$ cat src/rtl/i2cbm_pkg.sv
`default_nettype none

package i2cbm_pkg;

	// Width of the phase wait counter and of the delay register.
	localparam int unsigned DELAY_BITS = 16;
	localparam logic [DELAY_BITS-1:0] DELAY_RST = DELAY_BITS'(5);

	// Commands carried in the action field; codes above stop act as ticks.
	typedef enum logic [2:0] {
		ACT_TICK  = 3'd0,
		ACT_START = 3'd1,
		ACT_WRITE = 3'd2,
		ACT_READ  = 3'd3,
		ACT_STOP  = 3'd4
	} action_t;

	// Bus phases; each line change is followed by a wait of delay ticks.
	typedef enum logic [4:0] {
		PH_IDLE     = 5'd0,
		PH_ST_A     = 5'd1,
		PH_ST_B     = 5'd2,
		PH_ST_C     = 5'd3,
		PH_WR_SETUP = 5'd4,
		PH_WR_HIGH  = 5'd5,
		PH_WR_LOW   = 5'd6,
		PH_AK_SETUP = 5'd7,
		PH_AK_HIGH  = 5'd8,
		PH_AK_LOW   = 5'd9,
		PH_SP_A     = 5'd10,
		PH_SP_B     = 5'd11,
		PH_SP_C     = 5'd12,
		PH_RD_PRE   = 5'd13,
		PH_RD_HIGH  = 5'd14,
		PH_RD_LOW   = 5'd15,
		PH_RA_HIGH  = 5'd16,
		PH_RA_LOW   = 5'd17
	} phase_t;

	// Complete controller state.
	typedef struct packed {
		phase_t                phase;
		logic [3:0]            bit_count;
		logic [7:0]            shift_byte;
		logic [DELAY_BITS-1:0] wait_count;
		logic                  scl_out;
		logic                  sda_out;
		logic                  sda_dir_out;
		logic                  nack_to_send;
		logic                  error_flag;
		logic [7:0]            received_byte;
	} state_t;

	// Per-item event flags from the step logic.
	typedef struct packed {
		logic done;
		logic rvalid;
		logic rej;
	} flags_t;

	localparam state_t STATE_RST = '{
		phase:         PH_IDLE,
		bit_count:     4'd0,
		shift_byte:    8'd0,
		wait_count:    '0,
		scl_out:       1'b1,
		sda_out:       1'b1,
		sda_dir_out:   1'b1,
		nack_to_send:  1'b0,
		error_flag:    1'b0,
		received_byte: 8'd0
	};

endpackage

`default_nettype wire

$ cat src/rtl/i2c_bit_level_master_core.sv
`default_nettype none

// Channel  | Handshake                 | Payload
// ---------+---------------------------+------------------------------------------
// input    | in_valid / in_ready       | action, sda_level, target_addr, read_dir,
//          |                           | data_byte, send_nack
// result   | out_valid / out_ready     | scl_level, sda_release, sda_output_enable,
//          |                           | busy_res, done_res, read_data, read_valid,
//          |                           | ack_error, rejected
// config   | cfg_we (no wait)          | cfg_wdata -> delay_ticks
//
// For each item, the state update and its result are computed in a single pass
// and land in the state and result registers on the accepting edge.
// One result per item, in the cycle after its item; items may follow every cycle.
// The input is held off only while a result waits and out_ready is low.
// Reset (arst_n low) returns the bus to idle with both lines released.

module i2c_bit_level_master_core (
	input  wire logic                             clk,
	input  wire logic                             arst_n,
	input  wire logic                             cfg_we,
	input  wire logic [i2cbm_pkg::DELAY_BITS-1:0] cfg_wdata,
	input  wire logic                             in_valid,
	output logic                                  in_ready,
	input  wire logic [2:0]                       action,
	input  wire logic                             sda_level,
	input  wire logic [6:0]                       target_addr,
	input  wire logic                             read_dir,
	input  wire logic [7:0]                       data_byte,
	input  wire logic                             send_nack,
	output logic                                  out_valid,
	input  wire logic                             out_ready,
	output logic                                  scl_level,
	output logic                                  sda_release,
	output logic                                  sda_output_enable,
	output logic                                  busy_res,
	output logic                                  done_res,
	output logic [7:0]                            read_data,
	output logic                                  read_valid,
	output logic                                  ack_error,
	output logic                                  rejected
);
	import i2cbm_pkg::*;

	logic [DELAY_BITS-1:0] delay_q;
	state_t                state_q;
	state_t                state_nxt;
	flags_t                flags;
	logic                  accept;
	logic                  out_valid_q;
	state_t                res_q;
	flags_t                res_flags_q;

	assign in_ready = !out_valid_q || out_ready;
	assign accept   = in_valid && in_ready;

	// Phase delay register.
	always_ff @(posedge clk or negedge arst_n) begin
		if (!arst_n) begin
			delay_q <= DELAY_RST;
		end else if (cfg_we) begin
			delay_q <= cfg_wdata;
		end
	end

	i2cbm_step u_step (
		.cur         (state_q),
		.action      (action),
		.sda_level   (sda_level),
		.target_addr (target_addr),
		.read_dir    (read_dir),
		.data_byte   (data_byte),
		.send_nack   (send_nack),
		.delay_ticks (delay_q),
		.nxt         (state_nxt),
		.flags       (flags)
	);

	// Controller state advances once per accepted item.
	always_ff @(posedge clk or negedge arst_n) begin
		if (!arst_n) begin
			state_q <= STATE_RST;
		end else if (accept) begin
			state_q <= state_nxt;
		end
	end

	// Result register valid flag.
	always_ff @(posedge clk or negedge arst_n) begin
		if (!arst_n) begin
			out_valid_q <= 1'b0;
		end else if (in_ready) begin
			out_valid_q <= in_valid;
		end
	end

	// Result payload is captured with the item that produced it.
	always_ff @(posedge clk) begin
		if (accept) begin
			res_q       <= state_nxt;
			res_flags_q <= flags;
		end
	end

	assign out_valid         = out_valid_q;
	assign scl_level         = res_q.scl_out;
	assign sda_release       = res_q.sda_out;
	assign sda_output_enable = res_q.sda_dir_out;
	assign busy_res          = (res_q.phase != PH_IDLE);
	assign done_res          = res_flags_q.done;
	assign read_data         = res_q.received_byte;
	assign read_valid        = res_flags_q.rvalid;
	assign ack_error         = res_q.error_flag;
	assign rejected          = res_flags_q.rej;

endmodule

`default_nettype wire

$ cat src/rtl/i2cbm_step.sv
`default_nettype none

module i2cbm_step (
	input  wire i2cbm_pkg::state_t                   cur,
	input  wire logic [2:0]                          action,
	input  wire logic                                sda_level,
	input  wire logic [6:0]                          target_addr,
	input  wire logic                                read_dir,
	input  wire logic [7:0]                          data_byte,
	input  wire logic                                send_nack,
	input  wire logic [i2cbm_pkg::DELAY_BITS-1:0]    delay_ticks,
	output i2cbm_pkg::state_t                        nxt,
	output i2cbm_pkg::flags_t                        flags
);
	import i2cbm_pkg::*;

	logic                  is_cmd;
	logic [DELAY_BITS-1:0] load_val;
	logic [DELAY_BITS-1:0] wait_dec;
	logic [3:0]            bc_inc;

	// A zero delay still waits one tick per phase.
	assign load_val = (delay_ticks == '0) ? DELAY_BITS'(1) : delay_ticks;
	assign wait_dec = (cur.wait_count != '0) ? cur.wait_count - DELAY_BITS'(1) : '0;
	assign bc_inc   = cur.bit_count + 4'd1;
	assign is_cmd   = (action == ACT_START) || (action == ACT_WRITE) ||
	                  (action == ACT_READ) || (action == ACT_STOP);

	// Next state for one item: either a command or one tick of the wait.
	always_comb begin
		nxt   = cur;
		flags = '0;
		if (is_cmd) begin
			if (cur.phase != PH_IDLE) begin
				flags.rej = 1'b1;
			end else if (action == ACT_START) begin
				nxt.error_flag  = 1'b0;
				nxt.shift_byte  = {target_addr, read_dir};
				nxt.bit_count   = 4'd0;
				nxt.sda_dir_out = 1'b1;
				nxt.sda_out     = 1'b1;
				nxt.scl_out     = 1'b1;
				nxt.wait_count  = load_val;
				nxt.phase       = PH_ST_A;
			end else if (action == ACT_STOP) begin
				nxt.sda_dir_out = 1'b1;
				nxt.sda_out     = 1'b0;
				nxt.wait_count  = load_val;
				nxt.phase       = PH_SP_A;
			end else if (cur.error_flag) begin
				flags.rej = 1'b1;
			end else if (action == ACT_WRITE) begin
				nxt.shift_byte  = data_byte;
				nxt.bit_count   = 4'd0;
				nxt.sda_dir_out = 1'b1;
				nxt.sda_out     = data_byte[7];
				nxt.wait_count  = load_val;
				nxt.phase       = PH_WR_SETUP;
			end else begin
				nxt.nack_to_send = send_nack;
				nxt.shift_byte   = 8'd0;
				nxt.bit_count    = 4'd0;
				nxt.sda_out      = 1'b1;
				nxt.sda_dir_out  = 1'b0;
				nxt.wait_count   = load_val;
				nxt.phase        = PH_RD_PRE;
			end
		end else if (cur.phase != PH_IDLE) begin
			nxt.wait_count = wait_dec;
			if (wait_dec == '0) begin
				case (cur.phase)
					PH_ST_A: begin
						nxt.sda_out = 1'b0; nxt.wait_count = load_val; nxt.phase = PH_ST_B;
					end
					PH_ST_B: begin
						nxt.scl_out = 1'b0; nxt.wait_count = load_val; nxt.phase = PH_ST_C;
					end
					PH_ST_C: begin
						nxt.sda_dir_out = 1'b1;
						nxt.sda_out     = cur.shift_byte[7];
						nxt.wait_count  = load_val;
						nxt.phase       = PH_WR_SETUP;
					end
					PH_WR_SETUP: begin
						nxt.scl_out = 1'b1; nxt.wait_count = load_val; nxt.phase = PH_WR_HIGH;
					end
					PH_WR_HIGH: begin
						nxt.scl_out = 1'b0; nxt.wait_count = load_val; nxt.phase = PH_WR_LOW;
					end
					PH_WR_LOW: begin
						nxt.bit_count  = bc_inc;
						nxt.shift_byte = {cur.shift_byte[6:0], 1'b0};
						nxt.wait_count = load_val;
						if (bc_inc < 4'd8) begin
							nxt.sda_dir_out = 1'b1;
							nxt.sda_out     = cur.shift_byte[6];
							nxt.phase       = PH_WR_SETUP;
						end else begin
							nxt.sda_dir_out = 1'b0;
							nxt.sda_out     = 1'b1;
							nxt.phase       = PH_AK_SETUP;
						end
					end
					PH_AK_SETUP: begin
						nxt.scl_out = 1'b1; nxt.wait_count = load_val; nxt.phase = PH_AK_HIGH;
					end
					PH_AK_HIGH: begin
						if (sda_level) nxt.error_flag = 1'b1;
						nxt.scl_out    = 1'b0;
						nxt.wait_count = load_val;
						nxt.phase      = PH_AK_LOW;
					end
					PH_AK_LOW: begin
						// A NACK sends the stop condition without software help.
						if (cur.error_flag) begin
							nxt.sda_dir_out = 1'b1;
							nxt.sda_out     = 1'b0;
							nxt.wait_count  = load_val;
							nxt.phase       = PH_SP_A;
						end else begin
							nxt.phase  = PH_IDLE;
							flags.done = 1'b1;
						end
					end
					PH_SP_A: begin
						nxt.scl_out = 1'b1; nxt.wait_count = load_val; nxt.phase = PH_SP_B;
					end
					PH_SP_B: begin
						nxt.sda_out = 1'b1; nxt.wait_count = load_val; nxt.phase = PH_SP_C;
					end
					PH_SP_C: begin
						nxt.phase  = PH_IDLE;
						flags.done = 1'b1;
					end
					PH_RD_PRE: begin
						nxt.scl_out = 1'b1; nxt.wait_count = load_val; nxt.phase = PH_RD_HIGH;
					end
					PH_RD_HIGH: begin
						nxt.shift_byte = {cur.shift_byte[6:0], sda_level};
						nxt.scl_out    = 1'b0;
						nxt.wait_count = load_val;
						nxt.phase      = PH_RD_LOW;
					end
					PH_RD_LOW: begin
						nxt.bit_count  = bc_inc;
						nxt.scl_out    = 1'b1;
						nxt.wait_count = load_val;
						if (bc_inc < 4'd8) begin
							nxt.phase = PH_RD_HIGH;
						end else begin
							nxt.sda_dir_out = 1'b1;
							nxt.sda_out     = cur.nack_to_send;
							nxt.phase       = PH_RA_HIGH;
						end
					end
					PH_RA_HIGH: begin
						nxt.scl_out = 1'b0; nxt.wait_count = load_val; nxt.phase = PH_RA_LOW;
					end
					PH_RA_LOW: begin
						nxt.received_byte = cur.shift_byte;
						flags.rvalid      = 1'b1;
						flags.done        = 1'b1;
						nxt.phase         = PH_IDLE;
					end
					default: begin
						nxt.phase = PH_IDLE;
					end
				endcase
			end
		end
	end

endmodule

`default_nettype wire

$ cat config.mk
export PLATFORM = sky130hd
export DESIGN_NAME = i2c_bit_level_master_core
export DESIGN_NICKNAME = d
export VERILOG_FILES = /design/src/rtl/i2cbm_pkg.sv /design/src/rtl/i2c_bit_level_master_core.sv /design/src/rtl/i2cbm_step.sv
export SDC_FILE = /design/constraint.sdc
export NUM_CORES = 1
export LEC_CHECK = 0
export BUFFER_PORTS_ARGS = -buffer_cell sky130_fd_sc_hd__buf_2
export CORE_MARGIN = 2
export CORE_UTILIZATION = 40
export DETAILED_ROUTE_END_ITERATION = 6
export GPL_TIMING_DRIVEN = 1
export SYNTH_ARGS = -nofsm -noshare
export SYNTH_HDL_FRONTEND = slang
export SYNTH_SLANG_ARGS = --single-unit
$ cat constraint.sdc
create_clock -name clk -period 7 [get_ports clk]
set_clock_uncertainty 0.1 [all_clocks]
set_input_delay 1.05 -clock clk [delete_from_list [all_inputs] [get_ports clk]]
set_output_delay 1.05 -clock clk [all_outputs]
set_load 0.05 [all_outputs]
==> results of run 1 <==
metrics by stage:
stage | power [W] | cells | cell area, um^2
floorplan | 0.001389 | 579 | 5328
global placement | 0.001618 | 773 | 5684
detailed placement | 0.001627 | 773 | 5684
CTS | 0.002174 | 789 | 6015
global route | 0.002312 | 789 | 6015
finish | 0.002178 | 789 | 6015
synth_stat cells (3+ instances only):
master                      n
sky130_fd_sc_hd__dfstp_2    5
sky130_fd_sc_hd__o21ai_0   51
sky130_fd_sc_hd__ha_1       5
sky130_fd_sc_hd__nor3_1    27
sky130_fd_sc_hd__or2_2      3
sky130_fd_sc_hd__o31a_1     6
sky130_fd_sc_hd__xnor2_1    4
sky130_fd_sc_hd__a22o_1     3
sky130_fd_sc_hd__a21boi_0   4
sky130_fd_sc_hd__mux2i_1    4
sky130_fd_sc_hd__nor4_1    18
sky130_fd_sc_hd__clkbuf_1  36
sky130_fd_sc_hd__edfxtp_1  20
sky130_fd_sc_hd__a211oi_1   4
sky130_fd_sc_hd__dfrtp_1   58
sky130_fd_sc_hd__a31oi_1    8
sky130_fd_sc_hd__inv_1     15
sky130_fd_sc_hd__nor2b_1    4
sky130_fd_sc_hd__o211ai_1   5
sky130_fd_sc_hd__a21o_1     3
sky130_fd_sc_hd__o22ai_1    3
sky130_fd_sc_hd__and2_1     3
sky130_fd_sc_hd__buf_4      8
sky130_fd_sc_hd__nor2_1    37
sky130_fd_sc_hd__nand3b_1   3
sky130_fd_sc_hd__a21oi_1   25
sky130_fd_sc_hd__a41oi_1    5
sky130_fd_sc_hd__a22oi_1   11
sky130_fd_sc_hd__o21a_1     3
sky130_fd_sc_hd__nand3_1   15
sky130_fd_sc_hd__o32ai_1    5
sky130_fd_sc_hd__buf_2      3
sky130_fd_sc_hd__o31ai_1    4
sky130_fd_sc_hd__or4_1     10
sky130_fd_sc_hd__nand2_1   51
sky130_fd_sc_hd__mux2_2    39
sky130_fd_sc_hd__or3_1      5
sky130_fd_sc_hd__nand2b_1   8
sky130_fd_sc_hd__nand4_1    5
per-layer routing:
layer | part of all wire, % | wire [um] | GRT usage, % | vias up
met5 | 0 | 0 | 0 | -
met4 | 3.1 | 440 | 8.529 | 0
met3 | 7.2 | 1023 | 4.598 | 30
met2 | 45 | 6444 | 30.78 | 215
met1 | 44 | 6258 | 27.72 | 2315
li1 | - | - | - | 2251
cells in the final DEF, fill, tap and decap left out, drive strengths merged, types with 4 or more instances in the layout:
cell type and n:
nor4 20, a21boi 4, a22oi 11, nand2b 8, inv 19, edfxtp 20, ha 5, nand3 15
and2 4, mux2 40, a41oi 5, nand4 5, o211ai 5, o31ai 4, o32ai 5, a211oi 4
nor3 28, or4 12, clkbuf 9, nand2 51, buf 67, nor2 38, o31a 6, a31oi 8
a21oi 26, dfrtp 58, xnor2 4, mux2i 4, o21ai 51, nor2b 4, dfstp 5, or3 5
layout make-up:
cell class | count | area (um^2)
Fill cell | 1288 | 7123
Multi-Input combinational cell | 430 | 2861
Sequential cell | 83 | 2183
Timing Repair Buffer | 67 | 355.3
Clock buffer | 9 | 225.2
Tap cell | 176 | 220.2
Clock inverter | 7 | 105.1
Inverter | 17 | 63.81
cells by family after synthesis:
kind of cell             synth area share (%)
flip-flops                              40.98
AO/OA/AOI/OAI                           21.47
multiplexers                            9.206
AND/OR/NAND/NOR                         20.76
buffers and inverters                   5.425
adder cells (fa/ha/maj)                 1.174
XOR/XNOR                               0.9864
state kept, by name (all words and copies together), names as in the netlist:
register / flops
done_res: 1
rejected: 1
sda_output_enable: 1
out_valid: 1
ack_error: 1
delay_q: 16
res_q: 5
scl_level: 1
state_q: 46
read_valid: 1
sda_release: 1
read_data: 8
path summary, 6_finish.rpt:
| path | from | endpoint | slack (ns) | cells after the start |
|---|---|---|---|---|
| worst max-delay path | state_q[42] | state_q[24] | 2.89 | 8 |
| worst min-delay path | state_q[6] | state_q[6] | 0.39 | 1 |
| worst max register to register | state_q[42] | state_q[24] | 2.89 | 8 |
| worst min register to register | state_q[6] | state_q[6] | 0.39 | 1 |
| max in group asynchronous | arst_n | state_q[23] | 5.51 | 2 |
| min in group asynchronous | arst_n | state_q[16] | 0.77 | 2 |
power by group:
part | internal [W] | switching, W | leakage [nW]
sequential | 0.000593 | 0.000113 | 0.998
combinational | 0.000322 | 0.000612 | 1.18
clock | 0.000319 | 0.000219 | 0.159
total | 0.00123 | 0.000944 | 2.33
worst max-delay path, stage by stage, from the launching register on:
cell and delay, ns:
sky130_fd_sc_hd__dfrtp_1 0.69, sky130_fd_sc_hd__nor4_1 0.78, sky130_fd_sc_hd__nand2_1 0.49, sky130_fd_sc_hd__ha_1 0.39
sky130_fd_sc_hd__a2111o_1 0.55, sky130_fd_sc_hd__nor2_1 0.47, sky130_fd_sc_hd__nand2_1 0.14, sky130_fd_sc_hd__o41a_1 0.32
sky130_fd_sc_hd__o21ai_0 0.07
==> metrics list, run 1 <==
- Count of synthesis-stage warnings from yosys: 0
- Once the floorplan was initialized, standard cells occupied 40.55% of the core.
- Post-CTS repair changed the size of 0 cells.
- For this block, the routed nets add up to ~14 mm of wire.
- After detailed routing, the number of remaining DRC violations is 0.
- Max Fanout on Critical Path: 26
- After synthesis, the share of flip-flops with an asynchronous set or reset is 75.90%.
* Top achievable clock speed: approximately 0.24 GHz
- The pre-antenna-repair detailed-routing pass consisted of 5 iterations.
- Clock latency reported for the late side of the worst-skew pair: 0.36 ns
- The most used flip-flop cell after synthesis is sky130_fd_sc_hd__dfrtp_1.
- In this run, post-CTS hold repair placed 0 buffers.
- Number of sinks driven by the clock tree: 83
* Ant diodes: 0
* Total I/O pin count: 60
- Number of storage elements in the synthesis netlist: 83
- For this block, the initial DRC count from the detailed router was 507.
- Using the TritonRoute via totals, the vias-per-cell ratio works out to roughly 6.
- Distinct cells, synth: 76
- # setup viols final: 0
- Max Buffers Root-to-Sink: 2
* Portion of the clock cycle consumed by the worst path in the final layout: about three fifths
- In this run the cell area of the synthesized design comes to 0.005328 mm^2.
* Pre-CTS setup slack: roughly 2.6 ns
- Leakage dissipation: ~2.3 nW
- In this run the core area contains 42 standard-cell rows.
- Wire length of the first global-routing pass: between 20 and 25 mm
- Worst voltage drop across the vdd grid: about 0.23 mV
- The number of global-route vias before repair was ~4.4k.
* Power per cell area: 362.2 mW/mm^2
- Die outline area: 0.01426 mm^2
- At the worst endpoint, the required time is a little over 7 ns.
- Main area contributors after synthesis: sky130_fd_sc_hd__dfrtp_1 (27%), sky130_fd_sc_hd__edfxtp_1 (11%), sky130_fd_sc_hd__mux2_2 (8.2%), sky130_fd_sc_hd__o21ai_0 (4.8%), sky130_fd_sc_hd__nand2_1 (3.6%)
* Sum of negative setup slack: 0 ns
* Post-synth EDFFs: 20
- Unrepaired setup endpoints after global routing: no
- Routability Congestion: 0.9099
* Crit path setup slack, layout: between 2 and 3 ns
- Worst setup path class: reg2reg
* Antenna violations before repair: 0
- The tightest min-delay check is of the reg2reg type.
- Sum of overflow across all layers after global routing: 0
- Max capacitance violation total: 0
* Tightest Pin Transition: about 0.93 ns
* HPWL after detailed placement: between 9 and 10 mm
- The flow ran to the end, and the final reports show no timing, DRC or antenna violations.
* Global router's overall resource usage: 20.22%
- TritonCTS created 9 clock buffers.
- H-tree level count: 3
- The die is roughly 120 um wide.
- Routed wirelength normalized by instance count: around 18 um
* Max-slew headroom at the worst pin: 37.73%
- Final Util: 45.78%
- Post-CTS repair timing setup buffer count: 0
* Hold slack: 0.3928 ns
- Area added between synthesis and finish: 12.89%
- Count of vias placed by the detailed router: between 4k and 5k
- Arr. time, crit path: between 4 and 5 ns
- Detail Route Antenna Nets: 0
- The number of nets in the synthesized netlist is ~630.
* Kind of launch point of the worst setup path: flop
- Share of the synthesized area in the top cell type: between 20% and 30%
- DIE HEIGHT: ~120 um
- Largest net degree at the start of global routing: 64
* Number of endpoints with negative hold slack in the final report: 0
* Share of final-layout standard cells stronger than drive strength 1: 23.33%
- The count of pins over their slew limit is 0.
- The clock period could shrink to ~4.1 ns.
* Syn Inst Count: ~580
- Area of the placeable core: 0.01314 mm^2
- I/O Buffers: 59
* Part of the Yosys area used for sequential elements: between 40% and 50%
- Clk pin slew, worst setup/hold paths: roughly 0.08 ns
- Of all cell types, the one taking the most synthesized area is sky130_fd_sc_hd__dfrtp_1.
- TritonCTS built the clock tree.
- In this run the mean area of a mapped cell was 9.201 um^2.
- The tree is rooted in a sky130_fd_sc_hd__clkbuf_16.
- Post-layout net count: roughly 660
- Critical Path Sink Type: flop
No activity file was read; power rests on OpenSTA's default activity.
==> run 2: changes to the inputs <==
--- a/config.mk
+++ b/config.mk
@@ -5,6 +5,7 @@
 export SDC_FILE = /design/constraint.sdc
 export NUM_CORES = 1
 export LEC_CHECK = 0
+export ABC_AREA = 1
 export BUFFER_PORTS_ARGS = -buffer_cell sky130_fd_sc_hd__buf_2
 export CORE_MARGIN = 2
 export CORE_UTILIZATION = 40
==> constraint.sdc (replaced) <==
create_clock -name clk -period 4.28 [get_ports clk]
set_clock_uncertainty 0.1 [all_clocks]
set_input_delay 0.642 -clock clk [delete_from_list [all_inputs] [get_ports clk]]
set_output_delay 0.642 -clock clk [all_outputs]
set_load 0.05 [all_outputs]
==> run 2 against run 1 <==
Net effect: core utilization fell by 0.33 points; maximum frequency rose by 27%; combinational power rose to 2.7 times the previous value; clock power up 44%; synthesized area rose by 17%; worst hold slack got worse by 0.15 ns; routed wire length up 21%; sequential power increased by 91%; register-to-register slack got worse by 1.8 ns; highest routed layer unchanged.
==> metrics list, run 2 <==
- The instance count of the mapped netlist came to 927 (+60%).
* Starting density of the core: 40.96% (+0.41 points)
- Dpl cells: 1,146 (+48%)
- Number of sinks driven by the clock tree: 83 (unchanged)
* Clk pin slew, worst setup/hold paths: 0.07 ns (about the same)
- The most common cell in the synthesized netlist is sky130_fd_sc_hd__nand2_1.
* Number of storage elements in the synthesis netlist: 83 (unchanged)
- The average footprint of a synthesized cell is 6.718 um^2 (-27%).
- Sum of negative setup slack: 0 ns (unchanged)
- Sum of overflow across all layers after global routing: 0 (unchanged)
- Number of cells upsized or downsized after cts: 0 (unchanged)
- The cell count of the worst reg-to-reg path is 15 (+7).
* Flip-flop count of the largest register, all copies and words added: 46 (unchanged)
* Number of logic stages on the critical path including buffering: 15 (+7)
- 1st-iter DRT viols: 612 (+21%)
- The async set-reset flop share out of synthesis was 75.90% (unchanged).
- Global router's overall resource usage: 21.71% (+1.5 points)
- The last weighted congestion value of the routability-driven placer is 0.9925 (+9.1%).
- Total I/O pin count: 60 (unchanged)
- The number of nets produced by synthesis was 974 (+56%).
* Post-CTS repair timing setup buffer count: 0 (unchanged)
- Most instantiated cells after synthesis: sky130_fd_sc_hd__nand2_1 (294), sky130_fd_sc_hd__inv_1 (107), sky130_fd_sc_hd__nand3_1 (98)
- DRT Pass-1 Iters: 5 (unchanged)
- Worst voltage drop across the vdd grid: 0.3795 mV (+64%)
- The filler cell count came to 1,615 (+25%).
- Tightest Pin Transition: 0.8198 ns (-0.1109 ns)
- The insertion delay to the later sink of the worst-skew pair was 0.35 ns (about the same).
- The die width is 128.8 um (+7.8%).
- Part of the Yosys area used for sequential elements: 35.06% (-5.9 points)
- The critical path ends at res_q[41].
- The highest cell delay on the worst timing path is 0.39 ns (-0.39 ns).
- The full die area is 0.01658 mm^2 (+16%).
- The number of buffers added to fix hold violations after cts was 0 (unchanged).
- The number of warnings reported in the yosys synthesis log came to 0 (unchanged).
* Remaining DRCs: 0 (unchanged)
- Max-slew headroom at the worst pin: 45.29% (+7.6 points)
* I/O Buffers: 59 (unchanged)
* Distinct cells, synth: 52 (-32%)
- Area added between synthesis and finish: 10.95%
- The path class of the tightest hold or removal check is in2async.
- The biggest area contributor in the post-synthesis netlist is sky130_fd_sc_hd__dfrtp_1.
- The most critical setup path has its startpoint at state_q[13].
- Max Buffers Root-to-Sink: 2 (unchanged)
* Max Fanout on Critical Path: 21 (-19%)
- The remaining antenna violation count was 0 (unchanged).
* Multi-input logic area: 0.003418 mm^2 (+19%)
- Number of global-route vias before repair: 5,320 (+22%)
- Root cell of the clock tree: sky130_fd_sc_hd__clkbuf_16
- The count of buffering cells on the critical path with inverters included is 2 (+2).
* Final critical delay including setup and external delays: 3.225 ns (-0.8818 ns)
- The portion of synthesized cell area occupied by the leading cell type is 23.31% (-3.9 points).
* # setup viols final: 0 (unchanged)
- Result of the run: finished clean
- Max capacitance violation total: 0 (unchanged)
* Series of cell instances along the critical path: clkinv_1 > ha_1 > nand2_1 > nor2_1 > nand2_1 > nand3_1 > nand2_1 > inv_1 > nand2_2 > nor2_4 > nand3_4 > nand2_2 > nand2_1 > nand2_1 > and2_1
- Routed wirelength normalized by instance count: 14.80 um (-18%)
- The area inside the core boundary is 0.01520 mm^2 (+16%).
- Required arrival time at the worst endpoint: 4.29 ns (-2.87 ns)
- Leading cell types in the layout, fill and taps excluded: sky130_fd_sc_hd__nand2_1 (294), sky130_fd_sc_hd__inv_1 (107), sky130_fd_sc_hd__nand3_1 (98)
- Critical Path Sink Type: flop
* Worst flop-to-flop path startpoint: state_q[13]
- The register-to-register path setup slack was 1.05 ns (-1.84 ns).
* Kind of launch point of the worst setup path: flop
- Portion of the clock cycle consumed by the worst path in the final layout: 75.35% (+17 points)
- The site row count is 45 (+7.1%).
- Cell with the largest stage delay on the worst path: sky130_fd_sc_hd__nand3_1
* Power, Total: 0.004667 W (+110%)
- R2r endpoint: res_q[41]
- Power per cell area: 675.4 mW/mm^2 (+87%)
* Leading register cell type out of synthesis: sky130_fd_sc_hd__dfrtp_1
* Netlist area before placement: 0.006227 mm^2 (+17%)
* Storage element area: 0.002183 mm^2 (unchanged)
* Number of endpoints with negative hold slack in the final report: 0 (unchanged)
* CTS tree: built
- Count of vias placed by the detailed router: 5,943 (+24%)
* Unrepaired setup endpoints after global routing: no
- The pin count of the biggest net entering global routing was 41 (-36%).
* Crit-path most repeated cell: sky130_fd_sc_hd__nand2_1
- The placed wire-length estimate was 13.20 mm (+34%).
* Vias per cell: 5.114 (-16%)
* Top achievable clock speed: 0.3101 GHz (+27%)
- The number of antenna violations at the first check in global routing was 0 (unchanged).
- H-tree level count: 3 (unchanged)
* Wire length of the first global-routing pass: 28.27 mm (+23%)
* Post-synth EDFFs: 20 (unchanged)
- Leaving out fill and tap cells, the most frequent cell in the layout is sky130_fd_sc_hd__nand2_1.
* Largest reg by FF count: state_q
* Number of max-slew violations in the final report: 0 (unchanged)
- The share of post-route cells with drive strength above 1 is 16.43% (-6.9 points).
- The data arrival time at the worst-slack endpoint is 3.24 ns (-1.03 ns).
* Number of buffers inserted during clock tree synthesis: 9 (unchanged)
- Design area: 0.006909 mm^2 (+15%)
- Worst setup path class: reg2reg
- The total wire length came to 17.20 mm (+21%).
- Sorting the synthesized cells by area gives the leading types as sky130_fd_sc_hd__dfrtp_1 (23%), sky130_fd_sc_hd__nand2_1 (18%), sky130_fd_sc_hd__edfxtp_1 (9.6%), sky130_fd_sc_hd__nand3_1 (7.9%), sky130_fd_sc_hd__inv_1 (6.4%).
- The number of antenna diodes was 0 (unchanged).
- Post-layout net count: 1,016 (+55%)
- The height of the chip came to 128.8 um (+7.8%).
- Leakage dissipation: 3.491 nW (+50%)
- The instance area at placement was 0.006618 mm^2 (+16%).
* Kind of cell adding the most delay to the critical path: simple AND/OR/NAND/NOR gates
- The number of cells in the finished layout apart from fillers was 1,162 (+47%).
## run 2: cell type report
class	count	area share, %
multi-input combinational	693	49.47
sequential	83	31.60
inverter	117	6.374
timing repair buffer	65	4.926
tap	188	3.405
clock buffer	9	3.260
clock inverter	7	0.9598
## run 2: metrics by stage
| step | utilization (%) | hold slack, ns | setup WS, ns |
|---|---|---|---|
| floorplan | - | 0.2464 | 1.207 |
| global placement | 43.53 | 0.3614 | 0.8866 |
| detailed placement | 43.53 | 0.3696 | 0.7932 |
| CTS | 45.45 | 0.2447 | 1.088 |
| global route | 45.45 | 0.2702 | 0.8020 |
| finish | 45.45 | 0.2382 | 1.055 |
## run 2: cell families after synthesis
| logic type | share of synthesized area, % |
|---|---|
| DFF | 35.06 |
| adders and majority gates | 1.005 |
| AOI/OAI and AO/OA | 10.39 |
| buffers and inverters | 10.17 |
| and+or+nand+nor | 43.10 |
| xor gates and xnor gates | 0.2813 |
## run 2: where the power goes
group / leakage [nW] / internal, W / switching (W) / total [W]
registers: 0.965 / 0.00107 / 0.000276 / 0.00135
clock network: 0.138 / 0.000410 / 0.000366 / 0.000776
logic: 2.39 / 0.000788 / 0.00176 / 0.00254
## run 2: worst min-delay path by stage
stage	slack [ns]	end	depth (start not counted)	start
floorplan	0.25	delay_q[10]	0	arst_n
global placement	0.36	state_q[4]	2	state_q[4]
detailed placement	0.37	state_q[6]	2	state_q[6]
CTS	0.24	delay_q[3]	1	arst_n
global route	0.27	delay_q[3]	1	arst_n
finish	0.24	delay_q[3]	1	arst_n
## run 2: layer usage
metal	vias up	wire length (um)	global-route usage (%)
li1	3067	-	-
met2	185	6815	29.04
met4	0	155	4.156
met3	13	1270	4.491
met1	2678	8962	35.49
met5	-	0	0
## run 2: worst register-to-register path, stage by stage (launching register included)
cell and delay, ns:
sky130_fd_sc_hd__dfrtp_1 0.35, sky130_fd_sc_hd__clkinv_1 0.23, sky130_fd_sc_hd__ha_1 0.30, sky130_fd_sc_hd__nand2_1 0.07, sky130_fd_sc_hd__nor2_1 0.04, sky130_fd_sc_hd__nand2_1 0.38
sky130_fd_sc_hd__nand3_1 0.39, sky130_fd_sc_hd__nand2_1 0.16, sky130_fd_sc_hd__inv_1 0.06, sky130_fd_sc_hd__nand2_2 0.07, sky130_fd_sc_hd__nor2_4 0.05, sky130_fd_sc_hd__nand3_4 0.24
sky130_fd_sc_hd__nand2_2 0.21, sky130_fd_sc_hd__nand2_1 0.12, sky130_fd_sc_hd__nand2_1 0.06, sky130_fd_sc_hd__and2_1 0.15
